**config.mk**
```make
export PLATFORM = sky130hd
export DESIGN_NAME = qrot_round
export DESIGN_NICKNAME = d
export VERILOG_FILES = /design/src/rtl/qrot_pkg.sv /design/src/rtl/qrot_round.sv
export SDC_FILE = /design/constraint.sdc
export NUM_CORES = 1
export LEC_CHECK = 0
export BUFFER_PORTS_ARGS = -buffer_cell sky130_fd_sc_hd__buf_4
export CORE_AREA = 10 10 249 251
export CTS_BUF_LIST = sky130_fd_sc_hd__clkbuf_16
export DETAILED_ROUTE_END_ITERATION = 10
export DIE_AREA = 0 0 259 261
export HOLD_SLACK_MARGIN = 0.12
export PLACE_DENSITY_LB_ADDON = 0.12
export SYNTH_ARGS = -nofsm -noshare
export SYNTH_HDL_FRONTEND = slang
export SYNTH_SLANG_ARGS = --single-unit
export TNS_END_PERCENT = 20
```
**constraint.sdc**
```tcl
create_clock -name clk -period 14.8 [get_ports clk]
set_clock_uncertainty 0.2 [all_clocks]
set_input_delay 2.22 -clock clk [delete_from_list [all_inputs] [get_ports clk]]
set_output_delay 2.22 -clock clk [all_outputs]
set_load 0.02 [all_outputs]
```
**src/rtl/qrot_pkg.sv**
```systemverilog
// Shared widths, types and rounding constant for the quaternion rotation pipeline.
package qrot_pkg;

    // Width of every input and output component.
    localparam int DATA_WIDTH = 32;

    // First rank: q_i * r_j, exact in twice the data width.
    localparam int PROD_W = 2 * DATA_WIDTH;
    // Components of t = r * conj(q): four products summed.
    localparam int T_W = 2 * DATA_WIDTH + 2;
    // t is split into an unsigned low slice and a signed high slice.
    localparam int LO_W = DATA_WIDTH + 1;
    localparam int HI_W = T_W - LO_W;
    // Second rank products and their sums.
    localparam int HPROD_W = HI_W + DATA_WIDTH;
    localparam int LPROD_W = LO_W + 1 + DATA_WIDTH;
    localparam int HSUM_W = HPROD_W + 1;
    localparam int LSUM_W = LPROD_W + 2;
    // Full-precision rotated component.
    localparam int RES_W = HSUM_W + LO_W;
    // The result carries 2*(DATA_WIDTH-2) fraction bits beyond the vector format.
    localparam int OUT_SHIFT = 2 * (DATA_WIDTH - 2);
    localparam int SHIFTED_W = RES_W - OUT_SHIFT;

    typedef logic signed [DATA_WIDTH-1:0] word_t;
    typedef logic signed [PROD_W-1:0]     prod_t;
    typedef logic signed [T_W-1:0]        tval_t;
    typedef logic signed [HPROD_W-1:0]    hprod_t;
    typedef logic signed [LPROD_W-1:0]    lprod_t;
    typedef logic signed [HSUM_W-1:0]     hsum_t;
    typedef logic signed [LSUM_W-1:0]     lsum_t;
    typedef logic signed [RES_W-1:0]      res_t;

    // Half an output LSB, folded into the low-slice sum for round-half-up.
    localparam lsum_t ROUND_HALF = LSUM_W'(1) <<< (OUT_SHIFT - 1);

    // Largest and smallest output values.
    localparam word_t WORD_MAX = {1'b0, {(DATA_WIDTH-1){1'b1}}};
    localparam word_t WORD_MIN = {1'b1, {(DATA_WIDTH-1){1'b0}}};

endpackage

```
**src/rtl/qrot_round.sv**
```systemverilog
// Pipeline stages five and six: recombines the slices, then rounds and saturates.
module qrot_round
    import qrot_pkg::*;
(
    input  logic  clk,
    input  logic  rst_n,
    input  logic  in_valid,
    output logic  in_ready,
    input  hsum_t hs_in [4],
    input  lsum_t ls_in [4],
    output logic  out_valid,
    input  logic  out_ready,
    output word_t res_out [4]
);

    logic  vld5_reg;
    logic  vld6_reg;
    logic  rdy5;
    logic  rdy6;
    res_t  v_reg [4];
    word_t res_reg [4];
    word_t res_next [4];
    logic [SHIFTED_W-1:0] shifted [4];
    logic [SHIFTED_W-DATA_WIDTH:0] top_bits [4];

    assign rdy6     = !vld6_reg || out_ready;
    assign rdy5     = !vld5_reg || rdy6;
    assign in_ready = rdy5;

    always_ff @(posedge clk or negedge rst_n)
    begin
        if (!rst_n)
        begin
            vld5_reg <= 1'b0;
            vld6_reg <= 1'b0;
        end
        else
        begin
            if (rdy5)
            begin
                vld5_reg <= in_valid;
            end
            if (rdy6)
            begin
                vld6_reg <= vld5_reg;
            end
        end
    end

    always_ff @(posedge clk)
    begin
        if (rdy5 && in_valid)
        begin
            for (int i = 0; i < 4; i++)
            begin
                v_reg[i] <= (RES_W'(hs_in[i]) <<< LO_W) + RES_W'(ls_in[i]);
            end
        end
    end

    // The rounding half is already in; dropping the fraction floors the value.
    always_comb
    begin
        for (int i = 0; i < 4; i++)
        begin
            shifted[i]  = v_reg[i][RES_W-1:OUT_SHIFT];
            top_bits[i] = shifted[i][SHIFTED_W-1:DATA_WIDTH-1];
            if ((&top_bits[i]) || !(|top_bits[i]))
            begin
                res_next[i] = word_t'(shifted[i][DATA_WIDTH-1:0]);
            end
            else if (shifted[i][SHIFTED_W-1])
            begin
                res_next[i] = WORD_MIN;
            end
            else
            begin
                res_next[i] = WORD_MAX;
            end
        end
    end

    always_ff @(posedge clk)
    begin
        if (rdy6 && vld5_reg)
        begin
            for (int i = 0; i < 4; i++)
            begin
                res_reg[i] <= res_next[i];
            end
        end
    end

    assign out_valid = vld6_reg;
    assign res_out   = res_reg;

endmodule

```
Word-level counts from Yosys, hierarchy flattened

Memories as Yosys holds them, arrays and structs flattened.
Index checks and enable logic that the tools add are counted.

Memory bits (writable): 396
Output and inout bits: 130
Bits of input ports: 540
Logic and storage cells: 43
Register bits: 130
Memories kept: 1

Muxes and demuxes: 10
Add/sub/neg operators: 4
Reduce and logical (&&, ||, !) cells: 22

Memory list:

| memory | depth | bits a word | read ports | clocked after memory_dff | wr ports | RTL line         | RTL |
|---|---|---|---|---|---|---|---|
| v_reg  | 4     | 99          | 4          | 0                        | 4        | qrot_round.sv:20 | `res_t v_reg [4];` |

Operator list:

| cell                                      | count |
|---|---|
| 99-bit by 68-bit adder with 99-bit output | 4 |
| 32-bit two-way mux                        | 8 |
| 8-bit AND reduction                       | 4 |
| 8-bit OR reduction                        | 4 |
| 1-bit zero test                           | 6 |
| 1-bit logical OR                          | 6 |
| 1-bit logical AND                         | 2 |
| 1-bit two-way mux                         | 2 |

Depth between registers and ports, before layout

Gate-level depths: netlist of run 1.

Depth after elaboration: 6
Depth in mapped cells: 12

Least setup slack after synthesis of run 1

No wires, ideal clock.

Kind: input port to flip-flop
Start point: input port out_ready
End point: memory v_reg[0][60] in the netlist's numbering (enable)
Path slack: 7.977 ns
Library setup time: 0.534 ns
Path buffers: 0
Arrival time: 6.090 ns
Cell stages on the path: 2
Cells stage by stage: nand3b_1 > and2_1

RTL lines:

| what        | RTL line         | RTL |
|---|---|---|
| from (decl) | qrot_round.sv:12 | `input logic out_ready,` |
| to (decl)   | qrot_round.sv:20 |  |

==> flow_metrics.tcl, run 1 <==
set metrics [dict create \
    synthDominantCellAreaShare 0.3767 \
    yosysSeqAreaShare 0.3789 \
    clk_latency_ns 0.55 \
    root_buffer "clkbuf_16" \
    cts_max_path_buffers 3 \
    ys_warn_count 0 \
    fin_nets 3690 \
    start_util 0.3962 \
    grtUsageTotal 0.2228 \
    grt_pass1_vias 20180 \
    status "completed" \
    drt-pass1-iter-count 5 \
    post-place-ws_ns 8.748 \
    crit_type "in2reg" \
    grt_max_degree 75 \
    slew_violations 0 \
    yosys.cell_count.top_type "edfxtp_1" \
    finalHoldViolCount 0 \
    grt_antenna_before_repair 9 \
    synth_common_cells "edfxtp_1 (284), a21oi_1 (260), ha_1 (256), nand2_1 (212), o21ai_0 (206)" \
    wl_per_cell_microns 21.56 \
    startpoint_type "input port" \
    synth.avg_cell_area_sq_um 9.409 \
    yosys_most_used_dff "edfxtp_1" \
    peakVddDrop_uv 71.07 \
    drtIter0Drc 1404 \
    fp.dieW_microns 259 \
    syn_to_final_growth_pct 25.80 \
    rsz0062_at_grt "false" \
    synth_cell_type_count 81 \
    largest_reg_flops 156 \
    critPathCaptureType "flop" \
    routed_wl_mm 79.47 \
    tightest_slew_ns 1.017 \
    stdcell_count 3686 \
    nFillCells 5362 \
    place.port_buffers 537 \
    via_per_inst 5.650 \
    gp_routability_congestion 0.9440 \
    cp.required_ns 14.89 \
    dp_cells 3622 \
    synth_seq_cells 286 \
    grt_overflow 0 \
    p_total_mw 2.768 \
    core_area_sq_um 57140 \
    clk_pin_slew_ns 0.06 \
    rows 88 \
    max_freq_ghz 0.1870 \
    drive_gt1_frac 0.2191 \
    setup-violations-final 0 \
    period_minus_slack_ns 5.349 \
    cts_setup_buffers 0 \
    synth-edff-count 284 \
    maxCapViolCount 0 \
    tns_ns 0 \
    max_slew_margin 0.3219 \
    htree_levels 2 \
    power_leakage_nw 12.46 \
    fin_util 0.4984 \
    diodes 0 \
    clock-sinks 286 \
    cts_tree "yes" \
    fin_crit_sh 0.3614 \
    min-delay-path-class "reg2reg" \
    synth_fp_nets 3202 \
    dpl.hpwl_mm 65.78 \
    ctsHoldBuffers 0 \
    setup_slack_ns 9.451 \
    power_density_nw_per_um2 97.20 \
    synth_top_cell_by_area "edfxtp_1" \
    drc 0 \
    ant_nets 0 \
    critPathMaxFanout 32 \
    grt_pass1_wl_mm 118.8 \
    numCtsBuffers 35 \
    syn_area_sq_um 22640 \
    vias 20830 \
    async_flop_share 0.006993 \
    yosys-top-cells-area "edfxtp_1 (38%), ha_1 (14%), a21o_1 (6.0%), a21oi_1 (5.7%), o21ai_0 (4.6%)" \
    syn_inst 2406 \
    fp.dieArea_sq_um 67600 \
    cts_resized 0 \
    arrival_ns 5.44 \
    ioPinCount 670 \
    die_h_microns 261 \
]
-- routing by layer --
layer	part of all wire	track usage	wire [microns]	vias to the layer above
met3	0.081	0.05775	6406	92
met2	0.44	0.3491	35210	712
met5	0.0015	0	117	-
li1	-	-	-	10190
met4	0.019	0.04868	1519	16
met1	0.46	0.3043	36220	9816
-- metrics by stage --
step	area, sq um	hold WS (ns)
2_1_floorplan	22640	0.2490
3_3_place_gp	27370	0.2744
4_1_cts	28480	0.3071
5_1_grt	28480	0.3281
6_report	28480	0.3103
3_5_place_dp	27370	0.2914
-- cells in the final DEF (no fill, tap or decap), types with 12 or more instances in the layout --
cell	count
buf_4	548
edfxtp_1	284
a21oi_1	260
ha_1	256
nand2_1	212
o21ai_0	206
a21o_1	181
nor2_1	142
xnor2_1	89
nand4_1	82
inv_1	76
xor2_1	59
nand3_1	51
o21bai_1	51
clkbuf_16	35
nor3_1	34
a211oi_1	28
a31oi_1	27
o211ai_1	22
and3_1	20
nor2b_1	19
o21a_1	18
nand2b_1	16
or4_1	12
-- kinds of logic after synthesis --
| kind of cell | after synthesis | synth area share |
|---|---|---|
| AND/OR/NAND/NOR | 637 | 0.1342 |
| XOR/XNOR | 148 | 0.05726 |
| buffers and inverters | 165 | 0.02752 |
| adder cells (fa/ha/maj) | 256 | 0.1415 |
| AO/OA/AOI/OAI | 912 | 0.2597 |
| multiplexers | 2 | 0.0009395 |
| flip-flops | 286 | 0.3789 |
-- critical path, cell delays in order --
cell	delay (ns)
buf_4	0.34
ha_1	0.38
a21oi_1	0.24
o21ai_0	0.15
a221o_1	0.36
a311oi_1	0.30
o221a_2	0.23
nor2_1	0.03
or3_1	0.44
a21oi_1	0.40
o21ai_0	0.17
xor2_1	0.17
-- cell type report --
type	count	area (sq um)	share of cell area
well taps	765	957.2	0.03361
inverters	68	255.2	0.008962
repair buffers	548	4114	0.1444
clock buffers	35	875.8	0.03075
multi-input cells	1955	13460	0.4726
flip-flops and latches	286	8578	0.3012
clock inverters	29	240.2	0.008435
-- report_power, final --
group / total [mW] / switching [mW] / leakage [nW] / internal [mW]
clock: 0.835 / 0.360 / 0.580 / 0.475
sequential: 1.06 / 0.0303 / 2.75 / 1.03
combinational: 0.871 / 0.506 / 9.14 / 0.365
-- path summary, 6_finish.rpt --
| kind | from | end | slack, ns | cells past startpoint |
|---|---|---|---|---|
| worst max-delay path | ls_in[135] | v_reg[2][94]$_DFFE_PP_ | 9.45 | 12 |
| worst min-delay path | vld5_reg$_DFFE_PN0N_ | out_valid$_DFFE_PN0P_ | 0.31 | 1 |
| worst max register to register | out_valid$_DFFE_PN0P_ | res_out[22]$_DFFE_PP_ | 12.05 | 3 |
| worst min register to register | vld5_reg$_DFFE_PN0N_ | out_valid$_DFFE_PN0P_ | 0.31 | 1 |
| max in group asynchronous | rst_n | out_valid$_DFFE_PN0P_ | 13.08 | 1 |
| min in group asynchronous | rst_n | vld5_reg$_DFFE_PN0N_ | 1.23 | 1 |
Note: power is estimated with default switching activity, not from simulation.
==> run 2: changes to the inputs <==
clock period = 4.95 ns   (was 14.8 ns; I/O delays follow)
==> run 2 against run 1 <==
Compared with the run above:
- sequential share of layout area shrank 0.065 points
- via count shrank 0.36%
- cell count grew 0.14%
- sequential cell count is the same
- power grew to 3.0 times the previous value
- register-to-register slack lost 9.9 ns
- routed wire length grew 0.80%
- combinational power grew to 3.0 times the previous value
- global-route usage grew 0.26 points
- clock-buffer cell count is the same
- worst hold slack lost 0.11 ns
- critical path type unchanged
- largest power group unchanged
==> flow_metrics.tcl, run 2 (synthesized netlist as in run 1, its figures left out) <==
set metrics [dict create \
    cts_setup_buffers 0 \
    grtUsageTotal 0.2254 \
    largest_reg_flops 156 \
    power_density_nw_per_um2 291.3 \
    maxCapViolCount 0 \
    core_area_sq_um 57140 \
    clk_latency_ns 0.54 \
    cts_tree "yes" \
    power_leakage_nw 12.48 \
    drc 0 \
    grt_pass1_wl_mm 119.1 \
    slew_violations 0 \
    routed_wl_mm 80.11 \
    critPathMaxFanout 5 \
    rows 88 \
    htree_levels 2 \
    dpl.hpwl_mm 66.11 \
    root_buffer "clkbuf_16" \
    ioPinCount 670 \
    nFillCells 5417 \
    slowest_stage "a221oi_1" \
    grt_pass1_vias 20290 \
    hold_start "in_valid" \
    critPathCaptureType "flop" \
    peakVddDrop_uv 202.4 \
    syn_to_final_growth_pct 26.08 \
    fin_util 0.4995 \
    drive_gt1_frac 0.2207 \
    hold_depth 2 \
    clock-sinks 286 \
    crit_type "in2reg" \
    cts_resized 0 \
    drt-pass1-iter-count 5 \
    fin_crit_sh 0.8100 \
    drtIter0Drc 1542 \
    arrival_ns 4.10 \
    clk_pin_slew_ns 0.06 \
    grt_antenna_before_repair 12 \
    ctsHoldBuffers 1 \
    grt_max_degree 79 \
    cts_max_path_buffers 3 \
    setup-violations-final 0 \
    max_freq_ghz 0.2494 \
    status "completed" \
    critPathBufInv 1 \
    max_slew_margin 0.4339 \
    rr_worst_depth 6 \
    ant_nets 0 \
    tightest_slew_ns 0.8491 \
    via_per_inst 5.623 \
    wl_per_cell_microns 21.70 \
    mostFrequentLayoutCells "buf_4 (549), edfxtp_1 (284), a21oi_1 (260), ha_1 (256), nand2_1 (212)" \
    finalHoldViolCount 0 \
    fin_nets 3694 \
    hold_end "vld5_reg$_DFFE_PN0N_" \
    fp.dieW_microns 259 \
    gp_routability_congestion 0.9371 \
    r2r_setup_slack_ns 2.19 \
    start_util 0.3962 \
    fp.dieArea_sq_um 67600 \
    period_minus_slack_ns 4.009 \
    reg2reg_from "v_reg[2][94]$_DFFE_PP_" \
    place.port_buffers 537 \
    numCtsBuffers 35 \
    tns_ns 0 \
    r2r-end "res_out[51]$_DFFE_PP_" \
    critical_path_depth 12 \
    die_h_microns 261 \
    slowest_delay_ns 0.47 \
    whs_ns 0.1998 \
    vias 20750 \
    crit_family "compound AO/OA/AOI/OAI gates" \
    crit_path_cell_trace "buf_4 > ha_1 > a21oi_1 > o21ai_0 > nor4_1 > o221ai_1 > nand4_1 > nand3_1 > a221oi_1 > o21ai_0 > a31oi_1 > xnor2_1" \
    cp.required_ns 5.04 \
    cp_common_cell "o21ai_0" \
    rsz0062_at_grt "false" \
    layout_commonest_cell "buf_4" \
    grt_overflow 0 \
    startpoint_type "input port" \
    min-delay-path-class "in2reg" \
]
run 2: report_power, final:
group          internal, mW  switching [mW]
clock network          1.46            1.06
logic                  1.10            1.52
registers              3.09          0.0926
total                  5.65            2.67
run 2: worst max-delay path by stage:
stage	startpoint	end	slack, ns
after floorplan	out_ready	res_out[0]$_DFFE_PP_	0.46
after global placement	hs_in[216]	v_reg[0][93]$_DFFE_PP_	0.44
after detailed placement	hs_in[216]	v_reg[0][93]$_DFFE_PP_	0.38
after CTS	hs_in[216]	v_reg[0][93]$_DFFE_PP_	0.93
after global routing	hs_in[216]	v_reg[0][93]$_DFFE_PP_	0.71
final	hs_in[216]	v_reg[0][93]$_DFFE_PP_	0.94
run 2: layout make-up:
class / instances / area [sq um] / area share
antenna: 3 / 7.507 / 0.0002630
clock buffer: 35 / 875.8 / 0.03069
clock inverter: 27 / 236.5 / 0.008285
inverter: 68 / 255.2 / 0.008943
multi-input combinational: 1955 / 13460 / 0.4716
sequential: 286 / 8578 / 0.3005
tap: 765 / 957.2 / 0.03353
timing repair buffer: 552 / 4172 / 0.1462
run 2: layer usage:
layer	track usage	vias to the layer above	routed length, microns
li1	-	10200	-
met5	0	-	122
met2	0.3500	649	35150
met4	0.06175	20	1877
met3	0.06565	111	7003
met1	0.3015	9774	35960
run 2: per-stage QoR:
stage / setup WS [ns] / power [mW] / area (sq um) / std cells
floorplan: 0.4556 / 4.852 / 22640 / 2406
global placement: 0.4367 / 5.805 / 27410 / 3625
detailed placement: 0.3808 / 5.827 / 27410 / 3625
CTS: 0.9291 / 8.378 / 28530 / 3688
global route: 0.7072 / 8.754 / 28540 / 3689
finish: 0.9407 / 8.316 / 28540 / 3691
==> run 3: changes to the inputs <==
ABC_AREA = 1   (was unset)
CORE_AREA = unset   (was 10 10 249 251)
CORE_MARGIN = 10   (was unset)
CORE_UTILIZATION = 45   (was unset)
DIE_AREA = unset   (was 0 0 259 261)
clock period = 3.5 ns   (was 4.95 ns; I/O delays follow)
==> run 3 against run 2 <==
Compared with the run above:
- non-clock buffer count increased by 2
- cell count increased by 75%
- routed wire length grew 54%
- worst hold slack lost 0.045 ns
- critical path type is now reg2reg
- critical endpoint is now res_out[26]$_DFFE_PP_
- largest power group is now combinational logic
- highest routed layer unchanged
==> flow_metrics.tcl, run 3 <==
set metrics [dict create \
    via_per_inst 5.189 \
    setup-violations-final 0 \
    power_density_nw_per_um2 352.8 \
    drt-pass1-iter-count 8 \
    dr.max_layer_used "met5" \
    ioPinCount 670 \
    synth_common_cells "nand2_1 (1,599), inv_1 (935), nor2_1 (538), a21oi_1 (369), o21ai_0 (307)" \
    slew_violations 0 \
    yosys_most_used_dff "edfxtp_1" \
    yosysSeqAreaShare 0.2780 \
    rows 95 \
    die_h_microns 281.9 \
    dr_wl_met3_mm 9.876 \
    dp_cells 6379 \
    fin_nets 6345 \
    rsz0062_at_grt "false" \
    period_minus_slack_ns 3.163 \
    max_freq_ghz 0.3162 \
    synth_seq_cells 286 \
    arrival_ns 3.33 \
    routed-wl-met2_mm 56.34 \
    synth.avg_cell_area_sq_um 6.190 \
    drive_gt1_frac 0.1403 \
    yosys.area_share.xor_xnor 0.01590 \
    async_flop_share 0.006993 \
    cts_tree "yes" \
    clock-sinks 286 \
    wl_per_cell_microns 19.09 \
    stdcell_count 6449 \
    synth_cell_type_count 30 \
    max_slew_margin 0.1820 \
    cts_resized 0 \
    numCtsBuffers 36 \
    largest_reg_flops 156 \
    syn_to_final_growth_pct 20.63 \
    synth-edff-count 284 \
    placed_cell_area_sq_um 36030 \
    grt_antenna_before_repair 6 \
    synth_compound_area_frac 0.1279 \
    synth_top_cell_by_area "edfxtp_1" \
    slowest_stage "nand2_1" \
    fp.dieW_microns 281.9 \
    maxCapViolCount 0 \
    grtUsageTotal 0.2993 \
    mostFrequentLayoutCells "nand2_1 (1,599), inv_1 (941), buf_4 (546), nor2_1 (538), a21oi_1 (364)" \
    layout_commonest_cell "nand2_1" \
    grt_pass1_wl_mm 182.3 \
    slowest_delay_ns 0.92 \
    status "completed" \
    vias 33470 \
    fin_util 0.5513 \
    root_buffer "clkbuf_16" \
    grt_pass1_vias 31920 \
    dpl.hpwl_mm 107.0 \
    critPathCaptureType "flop" \
    grt_max_degree 98 \
    synthDominantCellAreaShare 0.2764 \
    routed_wl_mm 123.1 \
    critPathMaxFanout 32 \
    post-place-ws_ns 0.3159 \
    gp_routability_congestion 1.010 \
    ant_nets 0 \
    syn_area_sq_um 30860 \
    fin_crit_sh 0.9037 \
    core_area_sq_um 67510 \
    yosys.area_share.simple 0.3504 \
    synth-adder-area-share 0.1038 \
    tightest_slew_ns 1.227 \
    stdcell_area_sq_um 37220 \
    synth_fp_nets 5781 \
    whs_ns 0.1546 \
    grt_overflow 0 \
    crit_type "reg2reg" \
    synth_mux_area_frac 0 \
    clk_latency_ns 0.58 \
    finalHoldViolCount 0 \
    peakVddDrop_uv 336.2 \
    synth_top_family_by_area "simple AND/OR/NAND/NOR gates" \
    drc 0 \
    cts_max_path_buffers 3 \
    yosys-top-cells-area "edfxtp_1 (28%), nand2_1 (19%), inv_1 (11%), ha_1 (10%), nor2_1 (6.5%)" \
    crit_path_cell_trace "nand4_1 > nor2_1 > a21oi_2 > nand2_1 > o21ai_0" \
    htree_levels 2 \
    start_util 0.4570 \
    min-delay-path-class "in2reg" \
    syn_inst 4985 \
    clk_pin_slew_ns 0.06 \
    cp.required_ns 3.67 \
    ys_warn_count 0 \
    met1_length_mm 53.05 \
    power_leakage_nw 18.78 \
    drtIter0Drc 2570 \
    place.port_buffers 537 \
    yosys.cell_count.top_type "nand2_1" \
    fp.dieArea_sq_um 79440 \
    setup_slack_ns 0.3371 \
    startpoint_type "flop" \
]
-- run 3: path summary, 6_finish.rpt --
check | startpoint | end | slack [ns] | cells past startpoint
max in group asynchronous | rst_n | vld5_reg$_DFFE_PN0N_ | 2.33 | 3
min reg2reg | v_reg[3][98]$_DFFE_PP_ | res_out[31]$_DFFE_PP_ | 0.33 | 0
max reg2reg | v_reg[3][98]$_DFFE_PP_ | res_out[26]$_DFFE_PP_ | 0.34 | 5
min in group asynchronous | rst_n | out_valid$_DFFE_PN0P_ | 0.64 | 3
max | v_reg[3][98]$_DFFE_PP_ | res_out[26]$_DFFE_PP_ | 0.34 | 5
min | hs_in[197] | v_reg[1][98]$_DFFE_PP_ | 0.15 | 4
-- run 3: power by group --
part | internal (mW) | switching (mW)
logic | 1.68 | 3.30
clock network | 2.05 | 1.55
registers | 4.39 | 0.163
total | 8.12 | 5.02
-- run 3: metrics by stage --
step | TNS [ns] | total power [mW]
3_5_place_dp | 0 | 9.502
4_1_cts | 0 | 13.12
6_report | 0 | 13.13
5_1_grt | 0 | 13.84
2_1_floorplan | -179.88 | 7.533
3_3_place_gp | 0 | 9.474
-- run 3: area by class of cell --
type | count | area [sq um]
Fill cell | 6998 | 30290
Multi-Input combinational cell | 3679 | 18480
Clock buffer | 36 | 900.9
Timing Repair Buffer | 554 | 4209
Antenna cell | 2 | 5.005
Tap cell | 873 | 1092
Inverter | 992 | 3729
Clock inverter | 27 | 232.7
Sequential cell | 286 | 8578
-- run 3: metal layers --
| metal | up-vias | global-route usage |
|---|---|---|
| met1 | 15190 | 0.3885 |
| met3 | 179 | 0.05555 |
| met2 | 1139 | 0.4968 |
| met4 | 12 | 0.09269 |
| met5 | - | 0 |
| li1 | 16940 | - |
-- run 3: worst max-delay path: cells and delay by family (launching register included) --
kind	cells	cell delay [ns]
and+or+nand+nor	3	1.08
AOI/OAI and AO/OA	2	1.25
DFF	1	0.43
-- run 3: repair_timing --
action / 4_1_cts / 5_1_grt
buffers inserted: 0 / 0
hold buffers: 5 / 0
hold endpoints to repair: 4 / 0
-- run 3: cell families (layout without fill, tap and decap cells) --
| logic type | after synthesis | count (layout) |
|---|---|---|
| compound gates | 752 | 752 |
| xor+xnor | 56 | 56 |
| fa+ha+maj | 256 | 256 |
| buf+inv | 1020 | 1609 |
| flops | 286 | 286 |
| other cells | 0 | 2 |
| simple gates | 2615 | 2615 |
